File: src/hw/rtl/deq_pkg.sv
package deq_pkg;

  localparam int unsigned DataW = 32;
  localparam int unsigned OpW   = 2;
  localparam int unsigned StatW = 2;

  typedef enum logic [OpW-1:0] {
    OP_PUSH_FRONT = 2'd0,
    OP_PUSH_REAR  = 2'd1,
    OP_POP_FRONT  = 2'd2,
    OP_POP_REAR   = 2'd3
  } op_e;

  typedef enum logic [StatW-1:0] {
    STAT_DONE  = 2'd0,
    STAT_FULL  = 2'd1,
    STAT_EMPTY = 2'd2
  } status_e;

  typedef enum logic [2:0] {
    ST_IDLE = 3'b001,
    ST_READ = 3'b010,
    ST_LOAD = 3'b100
  } state_e;

endpackage

File: src/hw/rtl/double_ended_queue_unit.sv
// Channel  Handshake                  Payload
// in       in_valid_i / in_ready_o    opcode_i, value_i
// out      out_valid_o / out_ready_i  status_o, count_o, is_empty_o, ends_valid_o,
//                                     front_value_o, rear_value_o
//
// Items pass one at a time: accept (pointer update and element write), read of both
// ends from the two-port element memory, then load of the output register.
// Reset clears pointers, count and handshake state; the element memory is not cleared.
// A stalled output holds the next item's read data until the output register frees up.
module double_ended_queue_unit
  import deq_pkg::*;
#(
  parameter int unsigned CAPACITY = 16,
  localparam int unsigned IdxW = $clog2(CAPACITY),
  localparam int unsigned CntW = $clog2(CAPACITY + 1)
) (
  input  logic                    clk_i,
  input  logic                    rst_ni,
  input  logic                    in_valid_i,
  output logic                    in_ready_o,
  input  logic [OpW-1:0]          opcode_i,
  input  logic signed [DataW-1:0] value_i,
  output logic                    out_valid_o,
  input  logic                    out_ready_i,
  output logic [StatW-1:0]        status_o,
  output logic [CntW-1:0]         count_o,
  output logic                    is_empty_o,
  output logic                    ends_valid_o,
  output logic signed [DataW-1:0] front_value_o,
  output logic signed [DataW-1:0] rear_value_o
);

  function automatic logic [IdxW-1:0] ring_next(input logic [IdxW-1:0] i);
    ring_next = (i == IdxW'(CAPACITY - 1)) ? '0 : i + 1'b1;
  endfunction

  function automatic logic [IdxW-1:0] ring_prev(input logic [IdxW-1:0] i);
    ring_prev = (i == '0) ? IdxW'(CAPACITY - 1) : i - 1'b1;
  endfunction

  state_e          state_q, state_d;
  logic [IdxW-1:0] head_q, head_d;
  logic [IdxW-1:0] tail_q, tail_d;
  logic [CntW-1:0] count_q, count_d;
  status_e         res_status_q, res_status_d;

  logic             out_valid_q;
  status_e          out_status_q;
  logic [CntW-1:0]  out_count_q;
  logic [DataW-1:0] out_front_q;
  logic [DataW-1:0] out_rear_q;

  logic             accept;
  logic             load;
  logic             we;
  logic [IdxW-1:0]  waddr;
  logic [DataW-1:0] rdata_a;
  logic [DataW-1:0] rdata_b;
  logic             full;
  logic             empty;
  op_e              op;

  assign op     = op_e'(opcode_i);
  assign full   = (count_q == CntW'(CAPACITY));
  assign empty  = (count_q == '0);
  assign accept = in_valid_i && in_ready_o;
  assign load   = (state_q == ST_LOAD) && (!out_valid_q || out_ready_i);

  always_comb begin
    head_d       = head_q;
    tail_d       = tail_q;
    count_d      = count_q;
    res_status_d = res_status_q;
    we           = 1'b0;
    waddr        = tail_q;
    if (accept) begin
      res_status_d = STAT_DONE;
      case (op)
        OP_PUSH_FRONT, OP_PUSH_REAR: begin
          if (full) begin
            res_status_d = STAT_FULL;
          end else begin
            we      = 1'b1;
            count_d = count_q + 1'b1;
            if (op == OP_PUSH_FRONT) begin
              head_d = ring_prev(head_q);
              waddr  = ring_prev(head_q);
            end else begin
              tail_d = ring_next(tail_q);
            end
          end
        end
        OP_POP_FRONT, OP_POP_REAR: begin
          if (empty) begin
            res_status_d = STAT_EMPTY;
          end else begin
            count_d = count_q - 1'b1;
            if (op == OP_POP_FRONT) begin
              head_d = ring_next(head_q);
            end else begin
              tail_d = ring_prev(tail_q);
            end
          end
        end
        default: res_status_d = STAT_DONE;
      endcase
    end
  end

  always_comb begin
    state_d = state_q;
    case (state_q)
      ST_IDLE: if (accept) state_d = ST_READ;
      ST_READ: state_d = ST_LOAD;
      ST_LOAD: if (load) state_d = ST_IDLE;
      default: state_d = ST_IDLE;
    endcase
  end

  assign in_ready_o = (state_q == ST_IDLE);

  always_ff @(posedge clk_i or negedge rst_ni) begin
    if (!rst_ni) begin
      state_q      <= ST_IDLE;
      head_q       <= '0;
      tail_q       <= '0;
      count_q      <= '0;
      res_status_q <= STAT_DONE;
      out_valid_q  <= 1'b0;
    end else begin
      state_q      <= state_d;
      head_q       <= head_d;
      tail_q       <= tail_d;
      count_q      <= count_d;
      res_status_q <= res_status_d;
      if (load) begin
        out_valid_q <= 1'b1;
      end else if (out_ready_i) begin
        out_valid_q <= 1'b0;
      end
    end
  end

  // Count is stable from the accept until the next item, so load it here.
  always_ff @(posedge clk_i) begin
    if (load) begin
      out_status_q <= res_status_q;
      out_count_q  <= count_q;
      out_front_q  <= empty ? '0 : rdata_a;
      out_rear_q   <= empty ? '0 : rdata_b;
    end
  end

  deq_ram #(
    .Depth(CAPACITY)
  ) u_ram (
    .clk_i    (clk_i),
    .we_i     (we),
    .waddr_i  (waddr),
    .wdata_i  ($unsigned(value_i)),
    .re_i     (state_q == ST_READ),
    .raddr_a_i(head_q),
    .raddr_b_i(ring_prev(tail_q)),
    .rdata_a_o(rdata_a),
    .rdata_b_o(rdata_b)
  );

  assign out_valid_o   = out_valid_q;
  assign status_o      = out_status_q;
  assign count_o       = out_count_q;
  assign is_empty_o    = (out_count_q == '0);
  assign ends_valid_o  = (out_count_q != '0);
  assign front_value_o = $signed(out_front_q);
  assign rear_value_o  = $signed(out_rear_q);

endmodule

File: src/hw/rtl/deq_ram.sv
module deq_ram
  import deq_pkg::*;
#(
  parameter int unsigned Depth = 16,
  localparam int unsigned AddrW = $clog2(Depth)
) (
  input  logic             clk_i,
  input  logic             we_i,
  input  logic [AddrW-1:0] waddr_i,
  input  logic [DataW-1:0] wdata_i,
  input  logic             re_i,
  input  logic [AddrW-1:0] raddr_a_i,
  input  logic [AddrW-1:0] raddr_b_i,
  output logic [DataW-1:0] rdata_a_o,
  output logic [DataW-1:0] rdata_b_o
);

  logic [DataW-1:0] mem_q [Depth];
  logic [DataW-1:0] rdata_a_q;
  logic [DataW-1:0] rdata_b_q;

  always_ff @(posedge clk_i) begin
    if (we_i) begin
      mem_q[waddr_i] <= wdata_i;
    end
  end

  // Hold read data while no read is issued.
  always_ff @(posedge clk_i) begin
    if (re_i) begin
      rdata_a_q <= mem_q[raddr_a_i];
      rdata_b_q <= mem_q[raddr_b_i];
    end
  end

  assign rdata_a_o = rdata_a_q;
  assign rdata_b_o = rdata_b_q;

endmodule

File: config.mk
export PLATFORM = sky130hd
export DESIGN_NAME = double_ended_queue_unit
export DESIGN_NICKNAME = d
export VERILOG_FILES = /design/src/hw/rtl/deq_pkg.sv /design/src/hw/rtl/double_ended_queue_unit.sv /design/src/hw/rtl/deq_ram.sv
export SDC_FILE = /design/constraint.sdc
export NUM_CORES = 1
export LEC_CHECK = 0
export BUFFER_PORTS_ARGS = -buffer_cell sky130_fd_sc_hd__buf_2
export CAP_MARGIN = 20
export CORE_ASPECT_RATIO = 0.75
export CORE_MARGIN = 1.5
export CORE_UTILIZATION = 50
export DETAILED_ROUTE_END_ITERATION = 16
export GPL_ROUTABILITY_DRIVEN = 1
export HOLD_SLACK_MARGIN = 0.03
export PLACE_DENSITY = 0.71
export SLEW_MARGIN = 20
export SYNTH_ARGS = -nofsm -noshare
export SYNTH_HDL_FRONTEND = slang
export SYNTH_SLANG_ARGS = --single-unit
File: constraint.sdc
create_clock -name clk_i -period 8.6 [get_ports clk_i]
set_input_delay 0.86 -clock clk_i [delete_from_list [all_inputs] [get_ports clk_i]]
set_output_delay 0.86 -clock clk_i [all_outputs]
set_load 0.01 [all_outputs]
==> flow_summary.yaml <==
synthesis:
  synth.top_cells.by_area: "edfxtp_1 (67%), mux4_2 (22%), dfrtp_1 (1.6%), nor2b_1 (1.5%), a222oi_1 (1.1%)"
  synth_area_sq_um: 28800
  synth_top_cell_area_share: 0.675
  yosys_warnings: 0
  syn_inst: 1372
  yosysSeqAreaShare: 0.691
  yosys-top-cells-count: "edfxtp_1 (647), mux4_2 (287), nand2_1 (77), nor2b_1 (67), clkbuf_1 (54)"
  synth.most_common_cell: "edfxtp_1"
  ys_ff_latch: 666
  synth-edff-count: 647
  synthFlopType: "edfxtp_1"
  ys_types: 48
  synthesis.nets: 1419
  netlist.top_cell.by_area: "edfxtp_1"
  async_reset_ff_frac: 0.0285
  synth_area_per_cell_sq_um: 21.0
drt:
  wl_um: 68000
  dr.pass1.iters: 9
  drt_iter0_drc: 2001
  vias_per_cell: 6.55
  drc: 0
  vias: 15158
  routedWlPerCell_um: 29.4
  ant_nets: 0
sta:
  max_freq_mhz: 241
  rsz0062_at_grt: "false"
  worst_pin_slew_ns: 1.16
  setup_viol: 0
  timing.setup.tns_ns: 0
  finalCritPeriodShare: 0.482
  setup_slack_ns: 4.45
  fin_skew_ns: 0.0192
  finalMaxSlewViolations: 0
  final-hold-violation-count: 0
  relSlewSlack: 0.220
  period_needed_ns: 4.15
cts:
  cts.clk_slew.worst_paths_ns: 0.06
  clock_path_buffers: 3
  root_buffer: "clkbuf_16"
  cts_buffers: 66
  clkSinkCount: 666
  clk_latency_ns: 0.60
  postCtsSetupBuffers: 0
  cts_max_level: 3
  cts_hold_buf: 0
  post_cts_resized: 0
  cts_tree: "built"
grt:
  grt_max_degree: 95
  grtUsageTotal: 0.237
  grt_antenna_before_repair: 1
  overflow: 0
  grt_pass1_vias: 15357
  grt_pass1_wl_um: 102000
outcome:
  outcome: "complete, no violations"
floorplan:
  io_pins: 113
  dieWidth_um: 280
  die_y_um: 211
  die-area_sq_um: 59000
  core_region_area_sq_um: 56400
  rows: 75
  start_util: 0.511
worst_setup_path:
  endpoint_kind: "flip-flop"
  crit_path_cell_trace: "buf_6 -> o21ba_1 -> o31ai_1 -> mux2i_1 -> nand3_1 -> nor2_4 -> buf_4"
  r2r-end: "u_ram.mem_q[1][17]"
  regToRegSetupSlack_ns: 4.45
  arrival_ns: 4.39
  max_stage_delay_ns: 1.01
  crit_path_top_delay_cell: "dfrtp_4"
  r2r_start: "head_q[1]"
  required_ns: 8.84
  cp-start-kind: "flip-flop"
  crit_type: "reg -> reg"
  rr_worst_depth: 7
  crit_fanout: 53
finish:
  syn_to_final_growth_pct: 13.0
  final_nets: 1540
  nFillCells: 4037
  layout-drive-gt1-share: 0.361
hold_path:
  hp-class: "in -> async"
power_and_ir_drop:
  pwr-share-comb: 0.361
  seqPwrFrac: 0.382
  pwr-share-clk: 0.257
  switching_share: 0.322
  switching_power_w: 0.00349
  ir_drop_v: 0.000264
  p_leak_nw: 10.4
  intPower_w: 0.00733
  p_per_area_nw_per_um2: 333
placed_design:
  place_ws_ns: 4.08
  hpwlAfterDp_um: 39300
  portBuffers: 112
  gp_congestion: 0.785
run:
  max_cap_violations: 0
==> area by class of cell <==
class | count | area (sq um) | share of cell area
Sequential cell | 666 | 19900 | 0.612
Multi-Input combinational cell | 598 | 8620 | 0.265
Clock buffer | 94 | 1920 | 0.0589
Tap cell | 770 | 963 | 0.0296
Timing Repair Buffer | 145 | 906 | 0.0278
Clock inverter | 23 | 140 | 0.00431
Inverter | 16 | 60.1 | 0.00185
Antenna cell | 2 | 5.00 | 0.000154
==> critical path, delay by kind of cell, from the launching register on <==
kind	cells	cell delay [ns]
buffers and inverters	2	1.18
multiplexers	1	0.34
flip-flops	1	1.01
AND/OR/NAND/NOR	2	0.91
AO/OA/AOI/OAI	2	0.27
==> worst max path at each step <==
stage                     start  slack [ns]  cells after the start                  end
floorplan           out_ready_i        4.21                      2           count_o[0]
global placement      head_q[1]        4.05                      6  u_ram.mem_q[10][25]
detailed placement    head_q[1]        4.08                      7   u_ram.mem_q[1][19]
CTS                   head_q[1]        4.05                      7   u_ram.mem_q[1][18]
global route          head_q[1]        4.12                      7   u_ram.mem_q[1][19]
finish                head_q[1]        4.45                      7   u_ram.mem_q[1][17]
==> metal layers <==
| layer | share of wire | track usage | vias up |
|---|---|---|---|
| li1 | - | - | 6100 |
| met1 | 0.40 | 0.343 | 8034 |
| met2 | 0.47 | 0.364 | 919 |
| met3 | 0.10 | 0.0628 | 105 |
| met4 | 0.023 | 0.0606 | 0 |
| met5 | 0 | 0 | - |
==> cell usage in the layout, fill, tap and decap left out, types with 18 or more instances in the layout <==
cell,netlist,final
edfxtp_1,647,647
mux4_2,287,287
buf_2,19,112
nand2_1,77,77
clkbuf_16,0,73
nor2b_1,67,67
a222oi_1,32,32
buf_4,6,25
clkbuf_1,54,20
nor2_4,0,18
==> stage by stage <==
step / util / instance area, sq um / total power [W] / std cells / hold WS (ns)
floorplan: - / 28800 / 0.00698 / 1372 / 0.425
global route: 0.577 / 32500 / 0.0113 / 2312 / 0.217
global placement: 0.538 / 30300 / 0.00807 / 2190 / 0.441
CTS: 0.577 / 32500 / 0.0109 / 2312 / 0.195
detailed placement: 0.540 / 30500 / 0.00813 / 2195 / 0.448
finish: 0.577 / 32500 / 0.0108 / 2314 / 0.202
==> cells by family (layout without fill, tap and decap cells) <==
group | Yosys count | after routing | synth area share
fa+ha+maj | 9 | 9 | 0.00417
mux | 295 | 295 | 0.227
xor+xnor | 8 | 8 | 0.00243
simple gates | 205 | 205 | 0.0362
compound gates | 81 | 81 | 0.0221
other cells | 0 | 2 | 0
buf+inv | 108 | 278 | 0.0165
flops | 666 | 666 | 0.691
==> sequential cells by signal, indices dropped and copies added (netlist names) <==
register	flops
head_q	4
u_ram.rdata_b_o	32
count_o	5
res_status_q	2
u_ram.mem_q	512
count_q	5
tail_q	4
status_o	2
rear_value_o	32
state_q	3
u_ram.rdata_a_o	32
front_value_o	32
out_valid_o	1
==> power by group through the flow <==
stage	Sequential, W	Combinational, W	Clock [W]
floorplan	0.00408	0.00290	0
global placement	0.00420	0.00387	0
detailed placement	0.00420	0.00392	0
CTS	0.00414	0.00395	0.00282
global route	0.00416	0.00418	0.00293
finish	0.00413	0.00391	0.00278
No activity file was read; power rests on OpenSTA's default activity.
